## config.mk

```make
export PLATFORM = sky130hd
export DESIGN_NAME = oled_update_run_coalescer_top_flat
export DESIGN_NICKNAME = d
export VERILOG_FILES = /design/src/rtl/oled_urc_pkg.sv /design/src/rtl/oled_urc_if.sv /design/src/rtl/oled_urc_front.sv /design/src/rtl/oled_urc_fifo.sv /design/src/rtl/oled_urc_back.sv /design/src/rtl/oled_update_run_coalescer_top.sv /design/src/flat_wrapper.sv
export VERILOG_INCLUDE_DIRS = /design/src /design/src/rtl
export SDC_FILE = /design/constraint.sdc
export NUM_CORES = 1
export LEC_CHECK = 0
export BUFFER_PORTS_ARGS = -buffer_cell sky130_fd_sc_hd__buf_2
export CAP_MARGIN = 30
export CELL_PAD_IN_SITES_DETAIL_PLACEMENT = 0
export CELL_PAD_IN_SITES_GLOBAL_PLACEMENT = 1
export CORE_ASPECT_RATIO = 0.7
export CORE_MARGIN = 4
export CORE_UTILIZATION = 51
export DETAILED_ROUTE_END_ITERATION = 6
export PLACE_DENSITY = 0.88
export SYNTH_ARGS = -nofsm -noshare
export SYNTH_HDL_FRONTEND = slang
export SYNTH_SLANG_ARGS = --single-unit
```

## constraint.sdc

```tcl
create_clock -name clk -period 6.65 [get_ports clk]
set_clock_uncertainty 0.2 [all_clocks]
set_input_delay 1.33 -clock clk [delete_from_list [all_inputs] [get_ports clk]]
set_output_delay 1.33 -clock clk [all_outputs]
set_load 0.03 [all_outputs]
```

## src/rtl/oled_update_run_coalescer_top_macros.svh

```systemverilog
// assertion helpers, sampled on clk and disabled while rst_n is low
`ifndef OLED_UPDATE_RUN_COALESCER_TOP_MACROS_SVH
`define OLED_UPDATE_RUN_COALESCER_TOP_MACROS_SVH

// same-cycle implication
`define OURC_CHECK(lbl, ante, cons) \
    lbl: assert property (@(posedge clk) disable iff (!rst_n) (ante) |-> (cons)) \
        else $error("oled coalescer check failed");

// next-cycle implication
`define OURC_CHECK_NEXT(lbl, ante, cons) \
    lbl: assert property (@(posedge clk) disable iff (!rst_n) (ante) |=> (cons)) \
        else $error("oled coalescer check failed");

`endif

```

## src/rtl/oled_urc_pkg.sv

```systemverilog
package oled_urc_pkg;

    localparam int unsigned FIFO_DEPTH = 4;

    localparam int unsigned APB_ADDR_W = 3;
    localparam int unsigned APB_DATA_W = 32;
    localparam logic [0:0]  REG_BUS_ADDRESS = 1'b0;
    localparam logic [6:0]  BUS_ADDR_RESET = 7'd60;

    typedef enum logic [1:0] {
        EV_START = 2'd0,
        EV_BYTE  = 2'd1,
        EV_STOP  = 2'd2
    } bus_event_t;

    localparam logic [7:0] CMD_CTRL       = 8'h00;
    localparam logic [7:0] DATA_CTRL      = 8'h40;
    localparam logic [7:0] PAGE_CMD       = 8'hB0;
    localparam logic [7:0] COL_HI_CMD     = 8'h10;
    localparam logic [3:0] MAX_PAGE       = 4'd7;
    localparam logic [7:0] MAX_COL        = 8'd127;
    localparam logic [7:0] RAM_COL_OFFSET = 8'd2;

    // event slots of one item, in output order
    localparam int unsigned NUM_STEPS  = 11;
    localparam int unsigned STEP_IDX_W = $clog2(NUM_STEPS);

    typedef logic [STEP_IDX_W-1:0] step_idx_t;
    typedef logic [NUM_STEPS-1:0]  step_mask_t;

    localparam step_idx_t STEP_CLOSE     = step_idx_t'(0);
    localparam step_idx_t STEP_CUR_START = step_idx_t'(1);
    localparam step_idx_t STEP_CTRL      = step_idx_t'(2);
    localparam step_idx_t STEP_PAGE      = step_idx_t'(3);
    localparam step_idx_t STEP_COL_LO    = step_idx_t'(4);
    localparam step_idx_t STEP_COL_HI    = step_idx_t'(5);
    localparam step_idx_t STEP_CUR_STOP  = step_idx_t'(6);
    localparam step_idx_t STEP_DAT_START = step_idx_t'(7);
    localparam step_idx_t STEP_DAT_CTRL  = step_idx_t'(8);
    localparam step_idx_t STEP_PIXEL     = step_idx_t'(9);
    localparam step_idx_t STEP_LAST_STOP = step_idx_t'(10);

    typedef struct packed {
        step_mask_t  mask;
        logic [2:0]  page;
        logic [7:0]  col_ram;
        logic [7:0]  pixel;
    } desc_t;

    function automatic bus_event_t step_event(input step_idx_t idx);
        bus_event_t ev;
        case (idx)
            STEP_CUR_START, STEP_DAT_START:            ev = EV_START;
            STEP_CLOSE, STEP_CUR_STOP, STEP_LAST_STOP: ev = EV_STOP;
            default:                                   ev = EV_BYTE;
        endcase
        return ev;
    endfunction

    function automatic logic [7:0] step_byte(input step_idx_t idx, input desc_t d,
                                             input logic [6:0] addr);
        logic [7:0] b;
        case (idx)
            STEP_CUR_START, STEP_DAT_START: b = {1'b0, addr};
            STEP_CTRL:                      b = CMD_CTRL;
            STEP_PAGE:                      b = PAGE_CMD | {5'b0, d.page};
            STEP_COL_LO:                    b = {4'b0, d.col_ram[3:0]};
            STEP_COL_HI:                    b = COL_HI_CMD | {4'b0, d.col_ram[7:4]};
            STEP_DAT_CTRL:                  b = DATA_CTRL;
            STEP_PIXEL:                     b = d.pixel;
            default:                        b = 8'h00;
        endcase
        return b;
    endfunction

endpackage

```

## src/rtl/oled_urc_if.sv

```systemverilog
interface oled_urc_upd_if;
    logic       valid;
    logic       ready;
    logic [3:0] page_index;
    logic [7:0] column_index;
    logic [7:0] pixel_byte;
    logic       last_in_batch;

    modport source (output valid, page_index, column_index, pixel_byte, last_in_batch,
                    input ready);
    modport sink   (input valid, page_index, column_index, pixel_byte, last_in_batch,
                    output ready);
endinterface

interface oled_urc_evt_if;
    logic       valid;
    logic       ready;
    logic [1:0] bus_event;
    logic [7:0] bus_byte;
    logic       last_of_run;

    modport source (output valid, bus_event, bus_byte, last_of_run, input ready);
    modport sink   (input valid, bus_event, bus_byte, last_of_run, output ready);
endinterface

```

## src/rtl/oled_urc_front.sv

```systemverilog
`include "oled_update_run_coalescer_top_macros.svh"

module oled_urc_front (
    input  logic                 clk,
    input  logic                 rst_n,
    oled_urc_upd_if.sink         upd,
    input  logic                 full,
    output logic                 push,
    output oled_urc_pkg::desc_t  push_desc
);

    logic       run_open_reg, run_open_next;
    logic [3:0] run_page_reg, run_page_next;
    logic [7:0] exp_col_reg, exp_col_next;
    logic       cont;
    logic       cursor;

    assign upd.ready = !full;
    assign push      = upd.valid && !full;

    // continuing byte of the open data write
    assign cont   = run_open_reg && (upd.page_index == run_page_reg)
                    && (upd.column_index == exp_col_reg);
    assign cursor = !cont && (upd.page_index <= oled_urc_pkg::MAX_PAGE)
                    && (upd.column_index <= oled_urc_pkg::MAX_COL);

    always_comb
    begin
        push_desc         = '0;
        push_desc.page    = upd.page_index[2:0];
        push_desc.col_ram = upd.column_index + oled_urc_pkg::RAM_COL_OFFSET;
        push_desc.pixel   = upd.pixel_byte;
        push_desc.mask[oled_urc_pkg::STEP_CLOSE]     = run_open_reg && !cont;
        push_desc.mask[oled_urc_pkg::STEP_CUR_START] = cursor;
        push_desc.mask[oled_urc_pkg::STEP_CTRL]      = cursor;
        push_desc.mask[oled_urc_pkg::STEP_PAGE]      = cursor;
        push_desc.mask[oled_urc_pkg::STEP_COL_LO]    = cursor;
        push_desc.mask[oled_urc_pkg::STEP_COL_HI]    = cursor;
        push_desc.mask[oled_urc_pkg::STEP_CUR_STOP]  = cursor;
        push_desc.mask[oled_urc_pkg::STEP_DAT_START] = !cont;
        push_desc.mask[oled_urc_pkg::STEP_DAT_CTRL]  = !cont;
        push_desc.mask[oled_urc_pkg::STEP_PIXEL]     = 1'b1;
        push_desc.mask[oled_urc_pkg::STEP_LAST_STOP] = upd.last_in_batch;
    end

    always_comb
    begin
        run_open_next = run_open_reg;
        run_page_next = run_page_reg;
        exp_col_next  = exp_col_reg;
        if (push)
        begin
            exp_col_next = upd.column_index + 8'd1;
            if (!cont)
            begin
                run_open_next = 1'b1;
                run_page_next = upd.page_index;
            end
            if (upd.last_in_batch)
            begin
                run_open_next = 1'b0;
            end
        end
    end

    always_ff @(posedge clk or negedge rst_n)
    begin
        if (!rst_n)
        begin
            run_open_reg <= 1'b0;
            run_page_reg <= '0;
            exp_col_reg  <= '0;
        end
        else
        begin
            run_open_reg <= run_open_next;
            run_page_reg <= run_page_next;
            exp_col_reg  <= exp_col_next;
        end
    end

    `OURC_CHECK_NEXT(a_batch_end_closes, push && upd.last_in_batch, !run_open_reg)
    `OURC_CHECK(a_cont_needs_open_run, push && cont, run_open_reg)

endmodule

```

## src/rtl/oled_urc_fifo.sv

```systemverilog
`include "oled_update_run_coalescer_top_macros.svh"

module oled_urc_fifo #(
    parameter int unsigned DEPTH = oled_urc_pkg::FIFO_DEPTH
) (
    input  logic                 clk,
    input  logic                 rst_n,
    input  logic                 push,
    input  oled_urc_pkg::desc_t  push_data,
    input  logic                 pop,
    output oled_urc_pkg::desc_t  pop_data,
    output logic                 empty,
    output logic                 full
);

    localparam int unsigned PTR_W = (DEPTH > 1) ? $clog2(DEPTH) : 1;
    localparam int unsigned CNT_W = $clog2(DEPTH + 1);
    localparam logic [PTR_W-1:0] LAST_PTR = PTR_W'(DEPTH - 1);

    oled_urc_pkg::desc_t mem_reg [DEPTH];
    logic [PTR_W-1:0] wr_ptr_reg, wr_ptr_next;
    logic [PTR_W-1:0] rd_ptr_reg, rd_ptr_next;
    logic [CNT_W-1:0] count_reg, count_next;

    assign empty    = (count_reg == '0);
    assign full     = (count_reg == CNT_W'(DEPTH));
    assign pop_data = mem_reg[rd_ptr_reg];

    always_comb
    begin
        wr_ptr_next = wr_ptr_reg;
        rd_ptr_next = rd_ptr_reg;
        count_next  = count_reg;
        if (push)
        begin
            wr_ptr_next = (wr_ptr_reg == LAST_PTR) ? '0 : wr_ptr_reg + 1'b1;
        end
        if (pop)
        begin
            rd_ptr_next = (rd_ptr_reg == LAST_PTR) ? '0 : rd_ptr_reg + 1'b1;
        end
        if (push && !pop)
        begin
            count_next = count_reg + 1'b1;
        end
        else if (pop && !push)
        begin
            count_next = count_reg - 1'b1;
        end
    end

    always_ff @(posedge clk)
    begin
        if (push)
        begin
            mem_reg[wr_ptr_reg] <= push_data;
        end
    end

    always_ff @(posedge clk or negedge rst_n)
    begin
        if (!rst_n)
        begin
            wr_ptr_reg <= '0;
            rd_ptr_reg <= '0;
            count_reg  <= '0;
        end
        else
        begin
            wr_ptr_reg <= wr_ptr_next;
            rd_ptr_reg <= rd_ptr_next;
            count_reg  <= count_next;
        end
    end

    `OURC_CHECK(a_no_overflow, push, !full)
    `OURC_CHECK(a_no_underflow, pop, !empty)

endmodule

```

## src/rtl/oled_urc_back.sv

```systemverilog
`include "oled_update_run_coalescer_top_macros.svh"

module oled_urc_back (
    input  logic                 clk,
    input  logic                 rst_n,
    input  logic [6:0]           bus_address,
    input  logic                 empty,
    input  oled_urc_pkg::desc_t  head,
    output logic                 pop,
    oled_urc_evt_if.source       evt
);

    logic                     cur_valid_reg, cur_valid_next;
    oled_urc_pkg::desc_t      cur_reg, cur_next;
    logic                     out_valid_reg, out_valid_next;
    oled_urc_pkg::bus_event_t out_event_reg, out_event_next;
    logic [7:0]               out_byte_reg, out_byte_next;
    logic                     out_last_reg, out_last_next;

    logic                     load_ok;
    logic                     emit;
    logic                     done;
    oled_urc_pkg::step_mask_t low;
    oled_urc_pkg::step_mask_t rest;
    oled_urc_pkg::step_idx_t  idx;

    assign evt.valid       = out_valid_reg;
    assign evt.bus_event   = out_event_reg;
    assign evt.bus_byte    = out_byte_reg;
    assign evt.last_of_run = out_last_reg;

    assign load_ok = !out_valid_reg || evt.ready;
    assign low     = cur_reg.mask & (~cur_reg.mask + 1'b1);
    assign rest    = cur_reg.mask & ~low;
    assign emit    = cur_valid_reg && load_ok;
    assign done    = emit && (rest == '0);
    assign pop     = !empty && (!cur_valid_reg || done);

    // lowest pending slot to index
    always_comb
    begin
        idx = '0;
        for (int i = 0; i < oled_urc_pkg::NUM_STEPS; i++)
        begin
            if (low[i])
            begin
                idx = oled_urc_pkg::step_idx_t'(i);
            end
        end
    end

    always_comb
    begin
        out_valid_next = out_valid_reg;
        out_event_next = out_event_reg;
        out_byte_next  = out_byte_reg;
        out_last_next  = out_last_reg;
        cur_valid_next = cur_valid_reg;
        cur_next       = cur_reg;

        if (emit)
        begin
            out_valid_next = 1'b1;
            out_event_next = oled_urc_pkg::step_event(idx);
            out_byte_next  = oled_urc_pkg::step_byte(idx, cur_reg, bus_address);
            out_last_next  = (rest == '0);
            cur_next.mask  = rest;
        end
        else if (evt.ready)
        begin
            out_valid_next = 1'b0;
        end

        if (pop)
        begin
            cur_valid_next = 1'b1;
            cur_next       = head;
        end
        else if (done)
        begin
            cur_valid_next = 1'b0;
        end
    end

    always_ff @(posedge clk)
    begin
        cur_reg       <= cur_next;
        out_event_reg <= out_event_next;
        out_byte_reg  <= out_byte_next;
        out_last_reg  <= out_last_next;
    end

    always_ff @(posedge clk or negedge rst_n)
    begin
        if (!rst_n)
        begin
            cur_valid_reg <= 1'b0;
            out_valid_reg <= 1'b0;
        end
        else
        begin
            cur_valid_reg <= cur_valid_next;
            out_valid_reg <= out_valid_next;
        end
    end

    `OURC_CHECK(a_cur_has_work, cur_valid_reg, cur_reg.mask != '0)
    `OURC_CHECK_NEXT(a_done_marks_last, done, out_valid_reg && out_last_reg)

endmodule

```

## src/rtl/oled_update_run_coalescer_top.sv

```systemverilog
// an accepted item goes via the queue and current-item register to the output register
// throughput: one event per cycle from the output register, held by evt.ready, not intake
// a continuing byte costs 1 event (2 at end of batch), a run break up to 11 events
// intake runs ahead through a small queue of classified items until the queue fills
// reset: asynchronous, clears run state, queue and output valid; bus_address returns to 60
module oled_update_run_coalescer_top #(
    parameter int unsigned FIFO_DEPTH = oled_urc_pkg::FIFO_DEPTH
) (
    input  logic                                clk,
    input  logic                                rst_n,
    input  logic                                psel,
    input  logic                                penable,
    input  logic                                pwrite,
    input  logic [oled_urc_pkg::APB_ADDR_W-1:0] paddr,
    input  logic [oled_urc_pkg::APB_DATA_W-1:0] pwdata,
    output logic [oled_urc_pkg::APB_DATA_W-1:0] prdata,
    output logic                                pready,
    oled_urc_upd_if.sink                        upd,
    oled_urc_evt_if.source                      evt
);

    logic [6:0]          bus_address_reg, bus_address_next;
    logic                reg_sel;
    logic                push;
    logic                pop;
    logic                empty;
    logic                full;
    oled_urc_pkg::desc_t push_desc;
    oled_urc_pkg::desc_t head;

    assign pready  = 1'b1;
    assign reg_sel = (paddr[oled_urc_pkg::APB_ADDR_W-1:2] == oled_urc_pkg::REG_BUS_ADDRESS);
    assign prdata  = reg_sel ? {{(oled_urc_pkg::APB_DATA_W - 7){1'b0}}, bus_address_reg}
                             : '0;

    always_comb
    begin
        bus_address_next = bus_address_reg;
        if (psel && penable && pwrite && pready && reg_sel)
        begin
            bus_address_next = pwdata[6:0];
        end
    end

    always_ff @(posedge clk or negedge rst_n)
    begin
        if (!rst_n)
        begin
            bus_address_reg <= oled_urc_pkg::BUS_ADDR_RESET;
        end
        else
        begin
            bus_address_reg <= bus_address_next;
        end
    end

    oled_urc_front u_front (
        .clk       (clk),
        .rst_n     (rst_n),
        .upd       (upd),
        .full      (full),
        .push      (push),
        .push_desc (push_desc)
    );

    oled_urc_fifo #(
        .DEPTH (FIFO_DEPTH)
    ) u_fifo (
        .clk       (clk),
        .rst_n     (rst_n),
        .push      (push),
        .push_data (push_desc),
        .pop       (pop),
        .pop_data  (head),
        .empty     (empty),
        .full      (full)
    );

    oled_urc_back u_back (
        .clk         (clk),
        .rst_n       (rst_n),
        .bus_address (bus_address_reg),
        .empty       (empty),
        .head        (head),
        .pop         (pop),
        .evt         (evt)
    );

endmodule
```

## src/flat_wrapper.sv

```systemverilog
// flat-port wrapper written by rule: the top's interface ports become plain ports
module oled_update_run_coalescer_top_flat 
#(
    parameter int unsigned FIFO_DEPTH = oled_urc_pkg::FIFO_DEPTH
)
  (clk, rst_n, psel, penable, pwrite, paddr, pwdata, prdata, pready, upd_valid, upd_page_index, upd_column_index, upd_pixel_byte, upd_last_in_batch, upd_ready, evt_valid, evt_bus_event, evt_bus_byte, evt_last_of_run, evt_ready);
  oled_urc_upd_if upd_i ();
  oled_urc_evt_if evt_i ();
  input  logic clk;
  input  logic rst_n;
  input  logic psel;
  input  logic penable;
  input  logic pwrite;
  input  logic [oled_urc_pkg::APB_ADDR_W-1:0] paddr;
  input  logic [oled_urc_pkg::APB_DATA_W-1:0] pwdata;
  output logic [oled_urc_pkg::APB_DATA_W-1:0] prdata;
  output logic pready;
  input wire logic [$bits(upd_i.valid)-1:0] upd_valid;
  input wire logic [$bits(upd_i.page_index)-1:0] upd_page_index;
  input wire logic [$bits(upd_i.column_index)-1:0] upd_column_index;
  input wire logic [$bits(upd_i.pixel_byte)-1:0] upd_pixel_byte;
  input wire logic [$bits(upd_i.last_in_batch)-1:0] upd_last_in_batch;
  output wire logic [$bits(upd_i.ready)-1:0] upd_ready;
  output wire logic [$bits(evt_i.valid)-1:0] evt_valid;
  output wire logic [$bits(evt_i.bus_event)-1:0] evt_bus_event;
  output wire logic [$bits(evt_i.bus_byte)-1:0] evt_bus_byte;
  output wire logic [$bits(evt_i.last_of_run)-1:0] evt_last_of_run;
  input wire logic [$bits(evt_i.ready)-1:0] evt_ready;
  assign upd_i.valid = upd_valid;
  assign upd_i.page_index = upd_page_index;
  assign upd_i.column_index = upd_column_index;
  assign upd_i.pixel_byte = upd_pixel_byte;
  assign upd_i.last_in_batch = upd_last_in_batch;
  assign upd_ready = upd_i.ready;
  assign evt_valid = evt_i.valid;
  assign evt_bus_event = evt_i.bus_event;
  assign evt_bus_byte = evt_i.bus_byte;
  assign evt_last_of_run = evt_i.last_of_run;
  assign evt_i.ready = evt_ready;
  oled_update_run_coalescer_top #(.FIFO_DEPTH(FIFO_DEPTH)) u_core (.clk(clk), .rst_n(rst_n), .psel(psel), .penable(penable), .pwrite(pwrite), .paddr(paddr), .pwdata(pwdata), .prdata(prdata), .pready(pready), .upd(upd_i), .evt(evt_i));
endmodule
```

==> metrics.log <==
[metrics] result of the run: finished clean
[metrics] total iterations of the first detailed-routing run: 4
[metrics] total via count in the routed design: roughly 3.9k
[metrics] fraction of registers with async set or reset after synthesis: ~18%
[metrics] element type at the critical path end: flop
[metrics] clock network latency to the later pin of the worst-skew pair: about 430 ps
[metrics] cts bufs inserted: 17
[metrics] CTS tree: done
[metrics] share of the synthesized area in the top cell type: a little under three fifths
[metrics] Longest Clk Path Bufs: 2
[metrics] Top FF cell, synth: sky130_fd_sc_hd__edfxtp_1
[metrics] combined area of all synthesized cells: just over 7000 sq um
[metrics] Non-Filler Cell Area, Final: approximately 8000 sq um
[metrics] Max-Cap Viols: 0
[metrics] width of the chip: 148 um
[metrics] routed length per placed instance: 18.2 um
[metrics] Peak VDD IR: approximately 0.21 mV
[metrics] combined area of the multi-input logic cells: roughly 2100 sq um
[metrics] Remaining Overflow, GRT: 0
[metrics] launching element type of the critical path: flop
[metrics] IO Port Bufs: 55
[metrics] initial DRC count: between 200 and 300
[metrics] average cell area after synthesis: between 15 and 20 sq um
[metrics] Min Clock Period, post-route: 4190 ps
[metrics] # clock sinks: 162
[metrics] wire length of the first global-routing pass: approximately 21,000 um
[metrics] total power: 2810 uW
[metrics] Synth Register Bits: around 160
[metrics] data arrival at the endpoint of the critical path: 4310 ps
[metrics] worst setup path class: reg2reg
[metrics] Cell Int Power: between 2000 and 2500 uW
[metrics] core outline area: between 10,000 and 15,000 sq um
[metrics] largest cells by area after synthesis: sky130_fd_sc_hd__edfxtp_1 57%, sky130_fd_sc_hd__dfrtp_1 8.9%, sky130_fd_sc_hd__mux4_2 7.0%, sky130_fd_sc_hd__buf_4 2.8%, sky130_fd_sc_hd__xnor2_1 2.1%
[metrics] reported net switching power: around 720 uW
[metrics] unrepaired setup endpoints after global routing: no
[metrics] Post CTS Setup Buffer Count: 0
[metrics] hold-fix buffer count after cts: 0
[metrics] Req. time, crit path: between 6000 and 7000 ps
[metrics] sequential cell area: around 4700 sq um
[metrics] vias in the first global route: between 3k and 4k
[metrics] most instantiated library cell after synthesis: sky130_fd_sc_hd__edfxtp_1
[metrics] Combinational Power Share: about 15%
[metrics] Layout Nets: roughly 590
[metrics] Yosys top cell by area: sky130_fd_sc_hd__edfxtp_1
[metrics] final-layout worst hold slack: roughly 290 ps
[metrics] highest attainable clock frequency: 239 MHz
[metrics] Setup violations, final: 0
[metrics] area after detailed placement: 7420 sq um
[metrics] Tightest Pin Transition: roughly 980 ps
[metrics] fraction of power consumed by the clock network: ~36%
[metrics] leakage power: just under 0.003 uW
[metrics] clock-pin slew of the registers on the worst-case setup and hold paths: approximately 60 ps
[metrics] routed vias/inst: 5.42
[metrics] number of synthesized flops with an enable pin: between 100 and 150
[metrics] number of H-tree levels: 4
[metrics] max-slew violation total from the final report: 0
[metrics] power density of the placed cells: 350 nW/um^2
[metrics] Final ANT Viol Nets: 0
[metrics] final routed wirelength across all metal layers: 13,000 um
[metrics] synthesized netlist cell count: about 460
[metrics] Starting Density: a little over half
[metrics] number of flip-flops under the largest register name: slightly above 90
[metrics] die footprint: around 16,000 sq um
[metrics] number of resized instances in the post-cts repair step: 0
[metrics] Yosys Warn Count: 0
[metrics] fraction of the yosys area taken by sequential cells: ~67%
[metrics] switching power share of the total: about a quarter
[metrics] final total negative setup slack: 0 ps
[metrics] final count of hold timing violations: 0
[metrics] most common library cells after synthesis: 133 x sky130_fd_sc_hd__edfxtp_1, 37 x sky130_fd_sc_hd__nand2_1, 26 x sky130_fd_sc_hd__buf_4
[metrics] DR DRC count: 0
[metrics] Distinct cells, synth: 60
[metrics] total number of placement rows: 35
[metrics] register share of total power: 49.1%
[metrics] area growth from synthesis to final layout: 14.2%
[metrics] largest net degree at the start of global routing: 30
[metrics] fraction of final layout cells sized beyond drive strength 1: between 20% and 30%
[metrics] Largest stage delay, worst path: 900 ps
[metrics] Total Routing Usage GR: about 17%
[metrics] headroom to the max-slew limit: about a third
[metrics] Slowest cell on crit path: sky130_fd_sc_hd__nor4_2
[metrics] Root Buffer Master: sky130_fd_sc_hd__clkbuf_16
[metrics] number of antenna violations at the first check in global routing: 0
[metrics] min-delay worst type: reg2reg
[metrics] worst-path cell chain: nor4_2 > a21boi_0 > o211a_1 > a21oi_4 > inv_4 > ha_1 > inv_1 > fa_1 > mux2_2
[metrics] Chip Height: approximately 110 um
[metrics] worst-path fanout max: 25
[metrics] I/O Pins: roughly 110
[metrics] Post-DP HPWL: between 8000 and 9000 um
[metrics] total of fill cells in the finished design: ~1,000
[metrics] routability congestion estimate from global placement: between 0.8 and 0.9
[metrics] Tcrit/Tclk final: 63.0%
[metrics] antenna diode instance count: 0
==> routing by layer <==
metal	wire, um	global-route usage [%]	vias up
li1	-	-	1807
met1	5770	23.6	1913
met2	6190	27.2	140
met3	799	4.73	24
met4	259	6.92	0
met5	0	0	-
==> power by group through the flow <==
stage          Combinational, uW  Sequential, uW  Clock [uW]
6_report                     421            1380        1010
5_1_grt                      470            1400        1070
4_1_cts                      429            1380        1030
3_5_place_dp                 427            1400           0
3_3_place_gp                 414            1390           0
2_1_floorplan                313            1380           0
==> final cells by class <==
type,count,share of cell area (%)
clock inverters,15,2.37
repair buffers,62,4.08
well taps,185,2.88
flip-flops and latches,162,58.8
multi-input cells,266,26.1
inverters,10,0.498
clock buffers,17,5.29
==> cell usage in the layout, fill, tap and decap left out, drive strengths merged, types with 17 or more instances in the layout <==
cell type  instances
mux4              22
clkbuf            17
nand2             37
buf               62
conb              26
xnor2             17
nor2              17
edfxtp           133
dfrtp             25
o21ai             17
==> through the flow <==
| step | setup WS [ps] | utilization (%) | instances |
|---|---|---|---|
| 5_1_grt | 2200 | 60.4 | 717 |
| 3_3_place_gp | 2410 | 55.7 | 684 |
| 4_1_cts | 2500 | 60.4 | 717 |
| 3_5_place_dp | 2360 | 55.7 | 685 |
| 2_1_floorplan | 2730 | - | 481 |
| 6_report | 2460 | 60.4 | 717 |
==> final timing paths <==
kind	startpoint	end	slack [ps]	cells after the start
max	u_core.u_back.cur_reg[21]	u_core.u_fifo.count_reg[1]	2460	9
min	u_core.u_front.exp_col_reg[1]	u_core.u_front.exp_col_reg[1]	290	2
max reg2reg	u_core.u_back.cur_reg[21]	u_core.u_fifo.count_reg[1]	2460	9
min reg2reg	u_core.u_front.exp_col_reg[1]	u_core.u_front.exp_col_reg[1]	290	2
max in group asynchronous	rst_n	u_core.u_fifo.rd_ptr_reg[0]	4990	1
min in group asynchronous	rst_n	u_core.u_front.exp_col_reg[1]	770	1
==> worst max-delay path: cells and delay by family (launching register included) <==
family | cells | cell delay (ps)
buffers and inverters | 2 | 200
adder cells (fa/ha/maj) | 2 | 650
multiplexers | 1 | 270
AND/OR/NAND/NOR | 1 | 900
flip-flops | 1 | 510
AO/OA/AOI/OAI | 3 | 1350
==> cells by family after synthesis <==
kind of cell    share of synthesized area, %
buf+inv                                 4.37
other cells                            0.107
simple gates                            7.57
xor+xnor                                3.24
fa+ha+maj                               1.71
flops                                   67.1
compound gates                          6.35
mux                                     9.55
No activity file was read; power rests on OpenSTA's default activity.
